===== src/sv/zph_pkg.sv =====
// Shared constants, request and command codes, and the command record for
// the Zobrist position hash block. No dependencies.
package zph_pkg;

    localparam int SQUARES          = 64;
    localparam int CASTLE_STATES    = 16;
    localparam int PIECE_KINDS_DEF  = 12;
    localparam int QUEUE_DEPTH_DEF  = 4;

    // req_type codes on the input channel
    localparam logic [1:0] REQ_WRITE  = 2'd0;
    localparam logic [1:0] REQ_PIECE  = 2'd1;
    localparam logic [1:0] REQ_FINISH = 2'd2;

    // command codes carried through the queue
    localparam logic [1:0] OP_WRITE  = 2'd0;
    localparam logic [1:0] OP_PIECE  = 2'd1;
    localparam logic [1:0] OP_FINISH = 2'd2;

    typedef struct packed {
        logic [1:0]  op;
        logic [9:0]  index;
        logic [63:0] data;
        logic [3:0]  kind;
        logic        ep_valid;
        logic [5:0]  ep_sq;
        logic [3:0]  rights;
        logic        black;
    } cmd_t;

    // piece keys, en passant keys, castling keys, side key
    function automatic int key_count(input int piece_kinds);
        return piece_kinds * SQUARES + SQUARES + CASTLE_STATES + 1;
    endfunction

endpackage


===== src/sv/zph_front.sv =====
// Front end of the Zobrist hash block: accepts request beats, drops requests
// that have no effect and turns the rest into queue commands. Uses zph_pkg.
module zph_front #(
    parameter int PIECE_KINDS = zph_pkg::PIECE_KINDS_DEF
) (
    input  logic              req_valid,
    output logic              req_stall,
    input  logic [1:0]        req_type,
    input  logic [9:0]        key_index,
    input  logic [63:0]       key_value,
    input  logic [3:0]        piece_kind,
    input  logic [63:0]       occupancy,
    input  logic [6:0]        ep_square,
    input  logic [3:0]        castle_rights,
    input  logic              black_to_move,
    input  logic              queue_full,
    output logic              push,
    output zph_pkg::cmd_t     cmd
);

    localparam int KEY_COUNT = zph_pkg::key_count(PIECE_KINDS);
    localparam int KC_W      = $clog2(KEY_COUNT + 1);
    localparam int IDX_CMP_W = (KC_W > 10) ? KC_W : 10;

    logic       index_ok;
    logic       kind_ok;
    logic       keep;
    logic [1:0] op_sel;

    assign req_stall = queue_full;

    assign index_ok = IDX_CMP_W'(key_index) < IDX_CMP_W'(KEY_COUNT);
    assign kind_ok  = 5'(piece_kind) < 5'(PIECE_KINDS);

    // drop writes out of range, foreign piece kinds, empty masks, unused codes
    always_comb
    begin
        keep   = 1'b0;
        op_sel = zph_pkg::OP_FINISH;
        case (req_type)
            zph_pkg::REQ_WRITE:
            begin
                keep   = index_ok;
                op_sel = zph_pkg::OP_WRITE;
            end
            zph_pkg::REQ_PIECE:
            begin
                keep   = kind_ok && (occupancy != 64'd0);
                op_sel = zph_pkg::OP_PIECE;
            end
            zph_pkg::REQ_FINISH:
            begin
                keep   = 1'b1;
                op_sel = zph_pkg::OP_FINISH;
            end
            default:
            begin
                keep   = 1'b0;
                op_sel = zph_pkg::OP_FINISH;
            end
        endcase
    end

    assign cmd.op       = op_sel;
    assign cmd.index    = key_index;
    assign cmd.data     = (req_type == zph_pkg::REQ_WRITE) ? key_value : occupancy;
    assign cmd.kind     = piece_kind;
    assign cmd.ep_valid = ep_square < 7'(zph_pkg::SQUARES);
    assign cmd.ep_sq    = ep_square[5:0];
    assign cmd.rights   = castle_rights;
    assign cmd.black    = black_to_move;

    assign push = req_valid && !queue_full && keep;

endmodule


===== config.mk =====
export PLATFORM = sky130hd
export DESIGN_NAME = zph_front
export DESIGN_NICKNAME = d
export VERILOG_FILES = /design/src/sv/zph_pkg.sv /design/src/sv/zph_front.sv
export SDC_FILE = /design/constraint.sdc
export NUM_CORES = 1
export LEC_CHECK = 0
export BUFFER_PORTS_ARGS = -buffer_cell sky130_fd_sc_hd__buf_2
export CAP_MARGIN = 30
export CELL_PAD_IN_SITES_DETAIL_PLACEMENT = 0
export CELL_PAD_IN_SITES_GLOBAL_PLACEMENT = 1
export CORE_AREA = 2 2 98 100
export DETAILED_ROUTE_END_ITERATION = 10
export DIE_AREA = 0 0 100 102
export PLACE_DENSITY_LB_ADDON = 0.1
export SYNTH_ARGS = -nofsm -noshare
export SYNTH_HDL_FRONTEND = slang
export SYNTH_SLANG_ARGS = --single-unit

===== constraint.sdc =====
create_clock -name vclk -period 1.4
set_input_delay 0.14 -clock vclk [all_inputs]
set_output_delay 0.14 -clock vclk [all_outputs]
set_load 0.02 [all_outputs]

==> flow_metrics.tcl, run 1 <==
set metrics [dict create \
    drive_gt1_share_pct 91.8 \
    drc_errors 0 \
    cp.required_ns 1.26 \
    hold_viol_final 0 \
    ys_warn_count 0 \
    place_area_sq_um 2370 \
    yosys.area.top_type_share_pct 47.5 \
    diodes 0 \
    p_per_area_nw_per_um2 360 \
    pwr-share-clk_pct 0 \
    slew_headroom_pct 64.9 \
    cp_data_arrival_time_ns 1.45 \
    power_leakage_nw 1.30 \
    swShare_pct 51.6 \
    seqPwrFrac_pct 0 \
    antenna_found_initial 0 \
    gp_congestion 0.796 \
    seq_area_sq_um 0 \
    initial_core_util_pct 12.8 \
    holdBufCountCts 0 \
    crit_fanout 2 \
    yosys.area.top_type "mux2_2" \
    endpoint_kind "primary output" \
    seq_cells 0 \
    vias 1831 \
    ios 252 \
    rsz0062_at_grt "yes" \
    syn_area_sq_um 1160 \
    outcome "complete, but fails checks" \
    fin_setup_tns_ns -0.193 \
    fin_crit_ns 1.59 \
    fp-row-count 35 \
    fp.dieW_um 100 \
    die_y_um 102 \
    synth_fp_nets 288 \
    max_freq_mhz 628 \
    syn_avg_cell_area_sq_um 8.94 \
    drt-pass1-iter-count 4 \
    fp.coreArea_sq_um 9110 \
    p_sw_mw 0.480 \
    ys_types 17 \
    viasPerCell 4.05 \
    post-route-util_pct 28.4 \
    finish.instance_area_sq_um 2580 \
    violations "setup timing" \
    grt_pass1_vias 1711 \
    slew_viol_final 0 \
    drt_iter0_drc 16 \
    synth_area_leaders "mux2_2 (47%), buf_4 (17%), mux2_1 (15%)" \
    setup_viol_count_final 1 \
    routedWlPerCell_um 14.2 \
    hpwl_um 5670 \
    overflow 0 \
    tightestPinTransition_ns 0.522 \
    grt_first_pass_wirelength_um 8820 \
    layout.nets 501 \
    grt_max_degree 35 \
    fin_ws_ns -0.193 \
    postRouteAntennaNets 0 \
    criticalPathCategory "input port to primary output" \
    clkbuf_count 0 \
    dieArea_sq_um 10200 \
    synth-seq-area-share_pct 0 \
    ir_drop_mv 0.123 \
    fill_cells 1030 \
    drt_wl_total_um 6420 \
    fin_crit_sh_pct 114 \
    comb_power_share_pct 100.0 \
    area_growth_pct 122 \
    grtUsageTotal_pct 10.8 \
    hold_class "input port to primary output" \
    port_buffers 226 \
    cap_violations 0 \
    intPower_mw 0.450 \
    worst_setup_path_start_kind "input port" \
    synthCells 130 \
]
worst max-delay path: stages:
cell and delay [ns]:
buf_2 0.12, nor4_4 0.28, nand4_1 0.19, nor4_2 0.32, buf_4 0.17, o22ai_4 0.07, buf_6 0.16
final timing paths:
path	from	end	depth (start not counted)
setup / recovery	occupancy[33]	push	7
hold / removal	ep_square[5]	cmd[10]	0
layer usage:
| layer | wire, um | up-vias | track usage (%) |
|---|---|---|---|
| met5 | 0 | - | 0 |
| met4 | 46 | 0 | 0.738 |
| met3 | 439 | 6 | 1.03 |
| met2 | 3890 | 98 | 24.8 |
| met1 | 2040 | 824 | 10.4 |
| li1 | - | 903 | - |
final cells by class:
type | count | area (sq um) | area share [%]
inverters | 1 | 3.75 | 0.145
multi-input cells | 96 | 1090 | 42.4
well taps | 111 | 139 | 5.37
repair buffers | 244 | 1350 | 52.1
layout by cell type, fill, tap and decap left out:
master,Yosys,routed
nor2_4,0,1
buf_4,26,16
buf_2,6,217
nor2b_1,1,1
nor2_1,1,1
nand4b_1,1,1
nand2_1,2,2
buf_6,0,9
inv_1,1,1
o22ai_4,0,1
nand4_1,4,4
nor4_4,0,6
mux2_2,49,49
buf_12,0,2
or3b_2,1,1
or4_4,1,1
mux2_1,15,15
nor4_1,18,3
a211oi_2,1,1
nor4_2,0,9
power groups by stage:
stage          clock [mW]  sequential [mW]  combinational (mW)
6_report                0                0               0.930
5_1_grt                 0                0               0.999
4_1_cts                 0                0               0.926
3_5_place_dp            0                0               0.887
3_3_place_gp            0                0               0.889
2_1_floorplan           0                0               0.523
repair_timing:
| item | 4_1_cts | 5_1_grt |
|---|---|---|
| pin swaps | 8 | 7 |
| gates cloned | 0 | 0 |
| setup endpoints to repair | 1 | 1 |
| gates resized for setup | 22 | 13 |
| buffers inserted | 0 | 0 |
kinds of logic after synthesis:
logic type	Yosys count	synth area share (%)
mux	64	62.0
buf+inv	34	20.0
simple gates	30	16.4
compound gates	2	1.61
Yosys cell counts, drive strengths merged:
library cell	n
nor2b	1
clkbuf	1
o22ai	1
nand2	2
nand4	4
nor2	2
or4	1
buf	32
a211oi	1
nand4b	1
mux2	64
or3b	1
nor4	18
inv	1
through the flow:
| step | worst slack, ns | cells | hold WS, ns | total power, mW |
|---|---|---|---|---|
| CTS | -0.228 | 452 | 0.280 | 0.926 |
| finish | -0.193 | 452 | 0.280 | 0.930 |
| detailed placement | -0.574 | 452 | 0.280 | 0.887 |
| global route | -0.359 | 452 | 0.280 | 0.999 |
| global placement | -0.464 | 452 | 0.280 | 0.889 |
| floorplan | 0.0868 | 130 | 0.357 | 0.523 |
Power figures use the tool's default switching activity.
==> inputs of run 2 (changes only) <==
==> constraint.sdc (replaced) <==
create_clock -name vclk -period 1.4
set_input_delay 0.28 -clock vclk [all_inputs]
set_output_delay 0.28 -clock vclk [all_outputs]
set_load 0.02 [all_outputs]
==> run 2 against run 1 <==
Compared with the run above: the run still ends with setup timing left; count of clock-buffer cells in the layout unchanged; combinational power rose by 48%; cell count increased by 1.8%; global-route usage rose by 2.0 points; sequential cell count unchanged; critical path depth stayed put; via count rose by 6.6%; hold slack better by 0.28 ns; critical path type unchanged; highest routed layer unchanged.
==> flow_metrics.tcl, run 2 (synthesized netlist as in run 1, its figures left out) <==
set metrics [dict create \
    cap_violations 0 \
    fp-row-count 35 \
    drt-pass1-iter-count 3 \
    viasPerCell 4.24 \
    hold_class "input port to primary output" \
    fp.dieW_um 100 \
    grt_busiest_layer "met2" \
    comb_power_share_pct 100.0 \
    multiInputGateArea_sq_um 1370 \
    area_growth_pct 202 \
    max_freq_mhz 540 \
    overflow 0 \
    criticalPathCategory "input port to primary output" \
    gp_congestion 0.761 \
    port_buffers 226 \
    seqPwrFrac_pct 0 \
    cp_data_arrival_time_ns 1.57 \
    crit_chain "buf_2 > nor4_4 > nand4_1 > nor4_2 > buf_4 > o22ai_4 > buf_6" \
    drive_gt1_share_pct 96.3 \
    holdBufCountCts 0 \
    critPathMaxStageDelay_ns 0.30 \
    drt_iter0_drc 27 \
    diodes 0 \
    seq_cells 0 \
    pwr-share-clk_pct 0 \
    outcome "complete, but fails checks" \
    grt_pass1_vias 1969 \
    antenna_found_initial 0 \
    layout.nets 509 \
    p_per_area_nw_per_um2 393 \
    grt_max_degree 9 \
    finish.instance_area_sq_um 3510 \
    violations "setup timing" \
    crit_fanout 2 \
    die_y_um 102 \
    pre_cts_ws_ns -0.644 \
    fin_ws_ns -0.453 \
    initial_core_util_pct 12.8 \
    worst_setup_path_start_kind "input port" \
    dieArea_sq_um 10200 \
    fp.coreArea_sq_um 9110 \
    tightestPinTransition_ns 0.536 \
    vias 1952 \
    finalPower_mw 1.38 \
    ir_drop_mv 0.136 \
    slew_headroom_pct 64.0 \
    endpoint_kind "primary output" \
    postRouteAntennaNets 0 \
    final_common_cell "buf_2" \
    fill_cells 912 \
    final_cell_mix "buf_2 (150), buf_6 (76), mux2_4 (64)" \
    slew_viol_final 0 \
    drc_errors 0 \
    intPower_mw 0.788 \
    hpwl_um 5840 \
    grt_use_met1_pct 13.5 \
    p_sw_mw 0.590 \
    grtUsageTotal_pct 12.8 \
    swShare_pct 42.8 \
    hold_viol_final 0 \
    clkbuf_count 0 \
    setup_viol_count_final 65 \
    cp.required_ns 1.12 \
    crit_path_top_delay_cell "nor4_4" \
    power_leakage_nw 1.78 \
    rsz0062_at_grt "yes" \
    place_area_sq_um 2370 \
    use_met2_pct 27.0 \
    ios 252 \
    seq_area_sq_um 0 \
    fin_crit_ns 1.85 \
    met3_usage_pct 1.50 \
    dp.cells 450 \
    routedWlPerCell_um 17.3 \
    drt_wl_total_um 7970 \
    fin_crit_sh_pct 132 \
    fin_setup_tns_ns -11.04 \
    grt_first_pass_wirelength_um 10200 \
    fin_cells 460 \
]
run 2: per-stage QoR:
stage	hold slack [ns]	util, %
after floorplan	0.637	-
after global placement	0.560	26.0
after detailed placement	0.560	26.0
after CTS	0.560	35.1
after global routing	0.560	38.5
final	0.560	38.5
run 2: power groups by stage:
stage	registers (mW)	logic, mW	clock network, mW
2_1_floorplan	0	0.525	0
3_3_place_gp	0	0.893	0
3_5_place_dp	0	0.888	0
4_1_cts	0	1.25	0
5_1_grt	0	1.45	0
6_report	0	1.38	0
run 2: layout make-up:
type,count,area share (%)
multi-input cells,96,39.0
well taps,111,3.96
repair buffers,252,56.9
inverters,1,0.107
run 2: critical path, delay by kind of cell:
family,cells,cell delay [ns]
and+or+nand+nor,3,0.77
buffers and inverters,3,0.46
AOI/OAI and AO/OA,1,0.07
run 2: worst paths after layout:
check | to | cells after the start | start | slack [ns]
worst min-delay path | cmd[5] | 0 | ep_square[0] | 0.56
worst max-delay path | push | 7 | occupancy[60] | -0.45
run 2: what timing repair did:
action / in CTS / in global routing
pin swaps: 6 / 13
cloned: 7 / 0
gates resized for setup: 158 / 105
buffers inserted: 8 / 2
setup endpoints to repair: 65 / 65
run 2: metal layers:
layer	wire, um	part of all wire [%]	up-vias
met2	4550	57	128
met5	0	0	-
met4	154	1.9	0
li1	-	-	924
met1	2650	33	886
met3	609	7.6	14
