## config.mk

```make
export PLATFORM = sky130hd
export DESIGN_NAME = zph_queue
export DESIGN_NICKNAME = d
export VERILOG_FILES = /design/src/sv/zph_pkg.sv /design/src/sv/zph_queue.sv
export SDC_FILE = /design/constraint.sdc
export NUM_CORES = 1
export LEC_CHECK = 0
export ABC_AREA = 1
export BUFFER_PORTS_ARGS = -buffer_cell sky130_fd_sc_hd__buf_2
export CAP_MARGIN = 10
export CORE_ASPECT_RATIO = 0.8
export CORE_MARGIN = 4
export CORE_UTILIZATION = 36
export CTS_CLUSTER_DIAMETER = 60
export DETAILED_ROUTE_END_ITERATION = 10
export GPL_TIMING_DRIVEN = 0
export PLACE_DENSITY = 0.53
export SKIP_CTS_REPAIR_TIMING = 1
export SYNTH_ARGS = -nofsm -noshare
export SYNTH_HDL_FRONTEND = slang
export SYNTH_SLANG_ARGS = --single-unit
export TNS_END_PERCENT = 20
```

## constraint.sdc

```tcl
create_clock -name clk -period 3.75 [get_ports clk]
set_input_delay 0.75 -clock clk [delete_from_list [all_inputs] [get_ports clk]]
set_output_delay 0.75 -clock clk [all_outputs]
set_load 0.005 [all_outputs]
```

## src/sv/zph_pkg.sv

```systemverilog
// Shared constants, request and command codes, and the command record for
// the Zobrist position hash block. No dependencies.
package zph_pkg;

    localparam int SQUARES          = 64;
    localparam int CASTLE_STATES    = 16;
    localparam int PIECE_KINDS_DEF  = 12;
    localparam int QUEUE_DEPTH_DEF  = 4;

    // req_type codes on the input channel
    localparam logic [1:0] REQ_WRITE  = 2'd0;
    localparam logic [1:0] REQ_PIECE  = 2'd1;
    localparam logic [1:0] REQ_FINISH = 2'd2;

    // command codes carried through the queue
    localparam logic [1:0] OP_WRITE  = 2'd0;
    localparam logic [1:0] OP_PIECE  = 2'd1;
    localparam logic [1:0] OP_FINISH = 2'd2;

    typedef struct packed {
        logic [1:0]  op;
        logic [9:0]  index;
        logic [63:0] data;
        logic [3:0]  kind;
        logic        ep_valid;
        logic [5:0]  ep_sq;
        logic [3:0]  rights;
        logic        black;
    } cmd_t;

    // piece keys, en passant keys, castling keys, side key
    function automatic int key_count(input int piece_kinds);
        return piece_kinds * SQUARES + SQUARES + CASTLE_STATES + 1;
    endfunction

endpackage

```

## src/sv/zph_queue.sv

```systemverilog
// Small command queue between the front end and the hash engine of the
// Zobrist hash block. Uses zph_pkg for the command record.
module zph_queue #(
    parameter int DEPTH = zph_pkg::QUEUE_DEPTH_DEF
) (
    input  logic          clk,
    input  logic          rst_n,
    input  logic          push,
    input  zph_pkg::cmd_t push_cmd,
    output logic          full,
    input  logic          pop,
    output logic          empty,
    output zph_pkg::cmd_t head
);

    localparam int PTR_W = (DEPTH > 1) ? $clog2(DEPTH) : 1;
    localparam int CNT_W = $clog2(DEPTH + 1);

    zph_pkg::cmd_t    q_reg [DEPTH];
    logic [PTR_W-1:0] wr_ptr_reg;
    logic [PTR_W-1:0] wr_ptr_next;
    logic [PTR_W-1:0] rd_ptr_reg;
    logic [PTR_W-1:0] rd_ptr_next;
    logic [CNT_W-1:0] count_reg;
    logic [CNT_W-1:0] count_next;

    assign full  = count_reg == CNT_W'(DEPTH);
    assign empty = count_reg == '0;
    assign head  = q_reg[rd_ptr_reg];

    always_comb
    begin
        wr_ptr_next = wr_ptr_reg;
        rd_ptr_next = rd_ptr_reg;
        count_next  = count_reg;
        if (push)
        begin
            wr_ptr_next = (wr_ptr_reg == PTR_W'(DEPTH - 1)) ? '0 : wr_ptr_reg + 1'b1;
        end
        if (pop)
        begin
            rd_ptr_next = (rd_ptr_reg == PTR_W'(DEPTH - 1)) ? '0 : rd_ptr_reg + 1'b1;
        end
        if (push && !pop)
        begin
            count_next = count_reg + 1'b1;
        end
        else if (pop && !push)
        begin
            count_next = count_reg - 1'b1;
        end
    end

    always_ff @(posedge clk or negedge rst_n)
    begin
        if (!rst_n)
        begin
            wr_ptr_reg <= '0;
            rd_ptr_reg <= '0;
            count_reg  <= '0;
        end
        else
        begin
            wr_ptr_reg <= wr_ptr_next;
            rd_ptr_reg <= rd_ptr_next;
            count_reg  <= count_next;
        end
    end

    always_ff @(posedge clk)
    begin
        if (push)
        begin
            q_reg[wr_ptr_reg] <= push_cmd;
        end
    end

    a_no_push_full: assert property (@(posedge clk) disable iff (!rst_n)
        push |-> (!full || pop))
        else $error("queue push while full");
    a_no_pop_empty: assert property (@(posedge clk) disable iff (!rst_n)
        pop |-> !empty)
        else $error("queue pop while empty");
    a_count_bound: assert property (@(posedge clk) disable iff (!rst_n)
        count_reg <= CNT_W'(DEPTH))
        else $error("queue count beyond depth");

endmodule

```

==> results of run 1 <==
[critical path, cell delays in order (launching register included)]
cell and delay [ns]:
sky130_fd_sc_hd__dfrtp_1 0.42, sky130_fd_sc_hd__inv_4 0.19, sky130_fd_sc_hd__clkbuf_1 0.50, sky130_fd_sc_hd__nand2_1 0.10, sky130_fd_sc_hd__o211ai_1 0.12, sky130_fd_sc_hd__nand2_1 0.12, sky130_fd_sc_hd__buf_2 0.14
[final cells by class]
| cell class | count | area [sq um] |
|---|---|---|
| Fill cell | 3732 | 23000 |
| Sequential cell | 375 | 11200 |
| Multi-Input combinational cell | 493 | 2630 |
| Clock buffer | 48 | 1070 |
| Timing Repair Buffer | 193 | 1060 |
| Inverter | 197 | 759 |
| Tap cell | 544 | 681 |
| Buffer | 60 | 429 |
| Clock inverter | 24 | 144 |
| Antenna cell | 1 | 2.50 |
[worst paths after layout]
kind	endpoint	slack, ns	cells after the start
worst max register to register	q_reg[0][29]$_DFFE_PP_	1.81	5
worst max-delay path	head[9]	0.85	6
worst min register to register	count_reg[2]$_DFFE_PN0P_	0.50	2
max in group asynchronous	count_reg[0]$_DFFE_PN0P_	3.52	1
min in group clk	q_reg[1][85]$_DFFE_PP_	0.42	1
worst min-delay path	wr_ptr_reg[0]$_DFFE_PN0P_	0.04	1
[placed cells by master, fill, tap and decap left out]
master	Yosys	layout
sky130_fd_sc_hd__buf_16	0	4
sky130_fd_sc_hd__buf_2	28	217
sky130_fd_sc_hd__buf_4	3	3
sky130_fd_sc_hd__buf_6	21	21
sky130_fd_sc_hd__clkbuf_1	8	14
sky130_fd_sc_hd__clkbuf_16	0	42
sky130_fd_sc_hd__clkinv_1	0	11
sky130_fd_sc_hd__clkinv_2	0	6
sky130_fd_sc_hd__clkinv_8	0	1
sky130_fd_sc_hd__clkinvlp_4	0	1
sky130_fd_sc_hd__dfrtp_1	7	7
sky130_fd_sc_hd__diode_2	0	1
sky130_fd_sc_hd__edfxtp_1	368	368
sky130_fd_sc_hd__fa_1	1	1
sky130_fd_sc_hd__ha_1	6	6
sky130_fd_sc_hd__inv_1	196	192
sky130_fd_sc_hd__inv_4	1	2
sky130_fd_sc_hd__inv_6	0	6
sky130_fd_sc_hd__inv_8	0	2
sky130_fd_sc_hd__nand2_1	292	292
sky130_fd_sc_hd__nand3_1	1	1
sky130_fd_sc_hd__nand4_1	1	1
sky130_fd_sc_hd__nor2_1	1	1
sky130_fd_sc_hd__nor3_1	2	2
sky130_fd_sc_hd__o211ai_1	184	184
sky130_fd_sc_hd__o21ai_0	3	3
sky130_fd_sc_hd__o21ai_1	1	1
sky130_fd_sc_hd__xnor2_1	1	1
[logic make-up (layout without fill, tap and decap cells)]
kind of cell,after synthesis,after routing
AO/OA/AOI/OAI,188,188
XOR/XNOR,1,1
adder cells (fa/ha/maj),7,7
buffers and inverters,257,522
flip-flops,375,375
other,0,1
AND/OR/NAND/NOR,297,297
[metrics by stage]
stage          cells  area (sq um)  worst slack, ns  setup TNS (ns)
6_report        1935         18000            0.851               0
5_1_grt         1935         18000            0.690               0
4_1_cts         1934         18000            0.793               0
3_5_place_dp    1862         16800             1.39               0
3_3_place_gp    1858         16600            -1.06         -375.73
2_1_floorplan   1125         15000            0.733               0
[Yosys cell counts (all sizes together)]
cell | number | area, sq um
edfxtp | 368 | 11100
nand2 | 292 | 1100
inv | 197 | 742
o211ai | 184 | 1380
buf | 52 | 399
clkbuf | 8 | 30.0
dfrtp | 7 | 175
ha | 6 | 75.1
o21ai | 4 | 20.0
nor3 | 2 | 10.0
fa | 1 | 20.0
nand3 | 1 | 5.00
nand4 | 1 | 6.26
nor2 | 1 | 3.75
xnor2 | 1 | 8.76
[power by group through the flow]
| stage | clock network, mW | registers (mW) | logic, mW |
|---|---|---|---|
| 6_report | 3.65 | 5.53 | 4.26 |
| 5_1_grt | 3.92 | 5.58 | 4.78 |
| 4_1_cts | 3.74 | 5.53 | 4.40 |
| 3_5_place_dp | 0 | 5.62 | 4.39 |
| 3_3_place_gp | 0 | 5.72 | 4.28 |
| 2_1_floorplan | 0 | 5.63 | 2.41 |
[per-layer routing]
metal / GRT usage (%) / up-vias / part of all wire (%)
met5: 0 / - / 0.22
met4: 3.84 / 12 / 1.9
met3: 3.50 / 62 / 5.2
met2: 25.2 / 196 / 47
met1: 20.8 / 4369 / 45
li1: - / 4415 / -
==> flow_summary.ini, run 1 <==
[clock_network]
cts.htree.levels = 2
clockBufferDepth = 3
clock-root-buffer = sky130_fd_sc_hd__clkbuf_16
tritoncts_num_sinks = 375
cts.reportedPaths.clkPinSlew_ns = 0.06
tritoncts = built
numCtsBuffers = 42
clock_insertion_delay_at_the_later_pin_of_the_skew_report_ns = 0.54

[drt]
detail_route.drc_violations = 0
antenna_violating_nets_post_route = 0
number_of_drc_violations_after_detailed_routing_iteration_0 = 482
post_drt_wl_per_cell_microns = 18.2
first_pass_iters = 5
vias = 9054
totalWireLength_microns = 35100
vias_per_cell = 4.68

[timing]
timing_hold_violations_final = 0
timing_worst_slew_pin_value_ns = 0.690
finalCritPeriodShare_pct = 77.3
final_max_slew_viol_count = 0
achievable-frequency_ghz = 0.345
report.final.setup_viol = 0
relSlewSlack_pct = 54.0
timing.final.crit_period_ns = 2.90
clock_skew_ns = 0.0197
fin_worst_hold_slack_ns = 0.0445
rsz0062_at_grt = no

[global_route]
overflow = 0
grt_start_max_net_pins = 67
globalRouteTotalUtil_pct = 15.3
first_global_vias = 9153
initial_antenna_violation_count = 7
grt_pass1_wl_microns = 53500

[final_layout]
layout.core_utilization_pct = 43.9
layout-drive-gt1-share_pct = 21.9
largest_register_ff_count = 368
final_net_count = 1465
areaGrowthSynthToFinish_pct = 19.8

[hold_path]
hp-class = in2async

[yosys]
synth-simple-area-share_pct = 7.46
synth_cell_types = 19
synthesis.nets = 1228
syn-mean-instance-area_sq_um = 13.4
synth_top_family_by_area = compound AO/OA/AOI/OAI gates
synth.yosys.warnings = 0
synth.mux.area_fraction_pct = 0
synth-seq-cells = 375
post_synth_adder_cell_area_pct = 0.633
yosysSeqAreaShare_pct = 74.7
synth_area_sq_um = 15000
synth_compound_gate_area_share_pct = 9.33
syn_inst = 1125
xor_and_xnor_fraction_of_the_mapped_netlist_area_pct = 0.0583

[floorplanning]
rows = 66
initial_utilization_pct = 36.7
placeableCoreArea_sq_um = 41000
ios = 190
die_area_sq_um = 45100
die_width_microns = 236
die_h_microns = 191

[critical_path]
crit_path_max_fanout = 10
worst_setup_path_start_kind = flip-flop
critical_path_required_ns = 3.00
worstPathArrival_ns = 2.15
critPathKind = reg2out
timing.critical_path.to_type = output pin
rr_startpoint = wr_ptr_reg[0]$_DFFE_PN0P_
crit_path_start = rd_ptr_reg[0]$_DFFE_PN0P_

[power]
p_clk_share_pct = 27.1
total_power_after_layout_mw = 13.4
fraction_of_power_consumed_by_sequential_logic_pct = 41.2
cellPowerDensity_nw_per_um2 = 746
p_comb_share_pct = 31.7
power_switching_share_pct = 33.5
irDropWorstVdd_mv = 0.368
internal_power_mw = 8.93
net-switching-power_mw = 4.50
p_leak_nw = 7.28

[placed_design]
routabilityCongestion = 0.694
dp_hpwl_microns = 21700
io_buffer_count = 189

[flow_run]
timing.max_cap.violations = 0

[outcome]
result_of_the_run = complete, no violations
(Power assumes the default switching activity.)
==> run 2: changes to the inputs <==
- clock period: 3.75 -> 2.8 ns (I/O delays scaled with it)
==> run 2 against run 1 <==
  * Sequential share of layout area barely moved
  * Register-to-register slack worse by 1.2 ns
  * Sequential power up 34%
  * Combinational power increased by 34%
  * Wire length is 1.7% lower
  * Clock skew is 0.0030 ns lower
  * Final area barely moved
  * Sequential cell count unchanged
  * Cell count about the same
  * Die area is the same
  * Clock power is 32% higher
  * Largest power group unchanged
==> flow_summary.ini, run 2 (same netlist as run 1, synthesis figures left out) <==
[placed_design]
place_ws_ns = 0.529
post_dp_area_sq_um = 16800
dp_hpwl_microns = 21300
routabilityCongestion = 0.699
place_inst = 1863
io_buffer_count = 189

[global_route]
globalRouteTotalUtil_pct = 15.1
first_global_vias = 8755
initial_antenna_violation_count = 2
overflow = 0
grt_pass1_wl_microns = 52300
grt_start_max_net_pins = 76

[power]
p_clk_share_pct = 26.8
internal_power_mw = 12.0
total_power_after_layout_mw = 17.9
p_comb_share_pct = 31.8
fraction_of_power_consumed_by_sequential_logic_pct = 41.3
irDropWorstVdd_mv = 0.501
power_switching_share_pct = 33.0
cellPowerDensity_nw_per_um2 = 995
p_leak_nw = 7.28
net-switching-power_mw = 5.91

[floorplanning]
placeableCoreArea_sq_um = 41000
rows = 66
ios = 190
initial_utilization_pct = 36.7
die_h_microns = 191
die_width_microns = 236
die_area_sq_um = 45100

[timing]
timing_worst_slew_pin_value_ns = 0.759
achievable-frequency_ghz = 0.378
timing_hold_violations_final = 0
setup_tns_ns = 0
final_max_slew_viol_count = 0
report.final.setup_viol = 0
finalCritPeriodShare_pct = 94.6
timing.final.crit_period_ns = 2.65
fin_ws_ns = 0.152
rsz0062_at_grt = no
clock_skew_ns = 0.0168
relSlewSlack_pct = 49.3
fin_worst_hold_slack_ns = 0.249

[final_layout]
layout.core_utilization_pct = 43.9
summed_area_of_non_filler_cells_in_the_final_layout_sq_um = 18000
final_cell_mix = sky130_fd_sc_hd__edfxtp_1, sky130_fd_sc_hd__nand2_1, sky130_fd_sc_hd__buf_2, sky130_fd_sc_hd__inv_1, sky130_fd_sc_hd__o211ai_1
regArea_sq_um = 11200
multi_input_gate_area_sq_um = 2630
layout-drive-gt1-share_pct = 21.9
final_net_count = 1465
antenna_cells = 0
final_common_cell = sky130_fd_sc_hd__edfxtp_1
fillerInstances = 3803
areaGrowthSynthToFinish_pct = 19.8
instances_no_fill = 1934
largest_register_ff_count = 368

[drt]
number_of_drc_violations_after_detailed_routing_iteration_0 = 576
totalWireLength_microns = 34600
vias_per_cell = 4.58
post_drt_wl_per_cell_microns = 17.9
first_pass_iters = 4
detail_route.drc_violations = 0
antenna_violating_nets_post_route = 0
vias = 8859

[hold_path]
hold-path-cell-count = 1
hold_path_end = q_reg[0][85]$_DFFE_PP_
hp-class = in2reg
min-delay-start = push_cmd[85]

[critical_path]
critical_path_required_ns = 2.24
timing.rr.end = q_reg[2][29]$_DFFE_PP_
worstPathArrival_ns = 2.09
rr_startpoint = wr_ptr_reg[0]$_DFFE_PN0P_
crit_path_start = rd_ptr_reg[0]$_DFFE_PN0P_
timing.critical_path.to_type = output pin
worst_r2r_path_depth = 5
r2r_slack_ns = 0.62
crit_path_max_fanout = 10
worst_setup_path_start_kind = flip-flop
critPathKind = reg2out

[outcome]
result_of_the_run = complete, no violations

[clock_network]
clockBufferDepth = 3
clock-root-buffer = sky130_fd_sc_hd__clkbuf_16
tritoncts = built
clock_insertion_delay_at_the_later_pin_of_the_skew_report_ns = 0.53
numCtsBuffers = 40
cts.reportedPaths.clkPinSlew_ns = 0.06
cts.htree.levels = 2
tritoncts_num_sinks = 375

[flow_run]
timing.max_cap.violations = 0
run 2: area by class of cell:
class	instances	area share, %
sequential	375	62.4
multi-input combinational	493	14.6
timing repair buffer	195	5.99
clock buffer	49	5.87
inverter	197	4.23
tap	544	3.78
buffer	60	2.47
clock inverter	21	0.709
run 2: metal layers:
layer	wire, microns	part of all wire [%]	GRT usage, %
met2	16200	47	24.3
met5	26	0.075	0
met1	16100	47	21.4
met4	570	1.6	3.34
met3	1690	4.9	3.08
run 2: power groups by stage:
stage	Combinational (mW)	Clock [mW]	Sequential (mW)
after floorplan	3.22	0	7.54
after global placement	5.73	0	7.65
after detailed placement	5.86	0	7.52
after CTS	5.87	4.94	7.40
after global routing	6.38	5.20	7.47
final	5.70	4.80	7.40
run 2: worst max-delay path, cell delays in order, from the launching register on:
cell and delay, ns:
sky130_fd_sc_hd__dfrtp_1 0.45, sky130_fd_sc_hd__inv_6 0.17, sky130_fd_sc_hd__buf_6 0.20, sky130_fd_sc_hd__buf_2 0.28, sky130_fd_sc_hd__nand2_1 0.08, sky130_fd_sc_hd__o211ai_1 0.09, sky130_fd_sc_hd__nand2_1 0.13, sky130_fd_sc_hd__buf_2 0.15
run 2: how the worst max path moves through the flow:
stage / slack, ns / cells past startpoint / to
4_1_cts: 0.04 / 6 / head[57]
5_1_grt: 0.01 / 7 / head[65]
3_5_place_dp: 0.53 / 4 / q_reg[2][28]$_DFFE_PP_
2_1_floorplan: -0.08 / 4 / q_reg[0][0]$_DFFE_PP_
6_report: 0.15 / 7 / head[15]
3_3_place_gp: -1.88 / 3 / q_reg[0][29]$_DFFE_PP_
==> run 3: changes to the inputs <==
- SLEW_MARGIN: unset -> 20
- clock period: 2.8 -> 3.4 ns (I/O delays scaled with it)
==> run 3 against run 2 <==
  * Final area shrank 0.13%
  * Hold slack gained 0.12 ns
  * Wire length grew 1.1%
  * Clock skew shrank 0.0030 ns
  * Non-clock buffer count shrank 1
  * Critical path depth shrank 1
  * Sequential cell count is the same
  * Clock power shrank 17%
  * Die area is the same
  * Register-to-register slack gained 0.84 ns
  * Sequential share of layout area grew 0.078 points
  * Setup slack gained 0.46 ns
  * Critical path type unchanged
  * Largest cell class unchanged
  * Largest power group unchanged
  * Highest routed layer unchanged
==> flow_summary.ini, run 3 (same netlist as run 1, synthesis figures left out) <==
[outcome]
result_of_the_run = complete, no violations

[final_layout]
regArea_sq_um = 11200
final_common_cell = sky130_fd_sc_hd__edfxtp_1
multi_input_gate_area_sq_um = 2630
largest_register_ff_count = 368
areaGrowthSynthToFinish_pct = 19.7
final_cell_mix = sky130_fd_sc_hd__edfxtp_1, sky130_fd_sc_hd__nand2_1, sky130_fd_sc_hd__buf_2, sky130_fd_sc_hd__inv_1, sky130_fd_sc_hd__o211ai_1
layout-drive-gt1-share_pct = 21.7
fillerInstances = 3788
final_net_count = 1464

[floorplanning]
placeableCoreArea_sq_um = 41000
die_width_microns = 236
initial_utilization_pct = 36.7
ios = 190
rows = 66
die_h_microns = 191
die_area_sq_um = 45100

[global_route]
globalRouteTotalUtil_pct = 15.2
initial_antenna_violation_count = 7
first_global_vias = 9170
grt_pass1_wl_microns = 53100
grt_start_max_net_pins = 58
overflow = 0

[timing]
relSlewSlack_pct = 55.6
final_max_slew_viol_count = 0
timing_worst_slew_pin_value_ns = 0.666
timing.final.crit_period_ns = 2.79
fin_ws_ns = 0.608
achievable-frequency_ghz = 0.358
finalCritPeriodShare_pct = 82.1
rsz0062_at_grt = no
timing_hold_violations_final = 0
clock_skew_ns = 0.0138
report.final.setup_viol = 0
setup_tns_ns = 0

[critical_path]
critical_path_required_ns = 2.72
rr_startpoint = wr_ptr_reg[0]$_DFFE_PN0P_
timing.critical_path.to_type = output pin
critPathKind = reg2out
worst_setup_path_start_kind = flip-flop
crit_path_max_fanout = 10
worstPathArrival_ns = 2.11
crit_path_start = rd_ptr_reg[0]$_DFFE_PN0P_

[drt]
antenna_violating_nets_post_route = 0
first_pass_iters = 4
detail_route.drc_violations = 0
post_drt_wl_per_cell_microns = 18.1
vias_per_cell = 4.66
totalWireLength_microns = 34900
vias = 9012
number_of_drc_violations_after_detailed_routing_iteration_0 = 538

[power]
irDropWorstVdd_mv = 0.428
cellPowerDensity_nw_per_um2 = 820
p_leak_nw = 7.27
total_power_after_layout_mw = 14.7

[hold_path]
hp-class = in2reg
min-delay-start = push_cmd[11]

[clock_network]
numCtsBuffers = 40
clockBufferDepth = 3
tritoncts_num_sinks = 375
tritoncts = built
cts.htree.levels = 2
clock-root-buffer = sky130_fd_sc_hd__clkbuf_16
cts.reportedPaths.clkPinSlew_ns = 0.06
clock_insertion_delay_at_the_later_pin_of_the_skew_report_ns = 0.52

[placed_design]
routabilityCongestion = 0.694
dp_hpwl_microns = 21700
io_buffer_count = 189
place_ws_ns = 1.10

[flow_run]
timing.max_cap.violations = 0
run 3: cell types whose count changed in the layout (fill, tap and decap cells not counted), moves of 2 or more:
cell | before | now
sky130_fd_sc_hd__buf_12 | 2 | 0
sky130_fd_sc_hd__buf_2 | 212 | 217
sky130_fd_sc_hd__clkbuf_1 | 14 | 20
sky130_fd_sc_hd__clkbuf_2 | 2 | 0
sky130_fd_sc_hd__clkbuf_4 | 5 | 0
sky130_fd_sc_hd__clkinv_1 | 10 | 7
run 3: final cells by class:
type	count	area share, %
diodes	1	0.0139
plain buffers	60	2.39
clock buffers	53	5.96
clock inverters	17	0.633
inverters	197	4.24
multi-input cells	493	14.6
flip-flops and latches	375	62.4
well taps	544	3.79
repair buffers	194	5.93
run 3: worst max-delay path: stages (launching register included):
cell,delay [ns]
sky130_fd_sc_hd__dfrtp_1,0.43
sky130_fd_sc_hd__inv_4,0.19
sky130_fd_sc_hd__clkbuf_1,0.52
sky130_fd_sc_hd__nand2_1,0.12
sky130_fd_sc_hd__o211ai_1,0.12
sky130_fd_sc_hd__nand2_1,0.08
sky130_fd_sc_hd__buf_2,0.13
run 3: path summary, 6_finish.rpt:
kind | cells past startpoint | to | slack (ns)
setup reg to reg | 5 | q_reg[2][24]$_DFFE_PP_ | 1.46
min in group asynchronous | 2 | wr_ptr_reg[0]$_DFFE_PN0P_ | 0.52
max in group asynchronous | 2 | wr_ptr_reg[1]$_DFFE_PN0P_ | 2.70
hold reg to reg | 2 | count_reg[2]$_DFFE_PN0P_ | 0.50
hold / removal | 1 | q_reg[1][11]$_DFFE_PP_ | 0.37
setup / recovery | 6 | head[90] | 0.61
run 3: metal layers:
metal | wire length [microns] | up-vias | track usage, % | share of wire [%]
li1 | - | 4394 | - | -
met1 | 15800 | 4356 | 20.6 | 45
met2 | 16500 | 192 | 25.2 | 47
met3 | 1890 | 58 | 3.35 | 5.4
met4 | 686 | 12 | 3.50 | 2.0
met5 | 64 | - | 0 | 0.18
run 3: power by group:
part	switching, mW	internal, mW
Clock	1.67	2.29
Sequential	0.175	5.92
Combinational	3.03	1.66
run 3: stage by stage:
stage	hold WS, ns	cells	util, %	area (sq um)
after floorplan	0.384	1125	-	15000
after global placement	0.480	1858	40.6	16600
after detailed placement	0.491	1862	41.0	16800
after CTS	-0.0202	1932	43.9	18000
after global routing	0.349	1934	43.9	18000
final	0.374	1934	43.9	18000
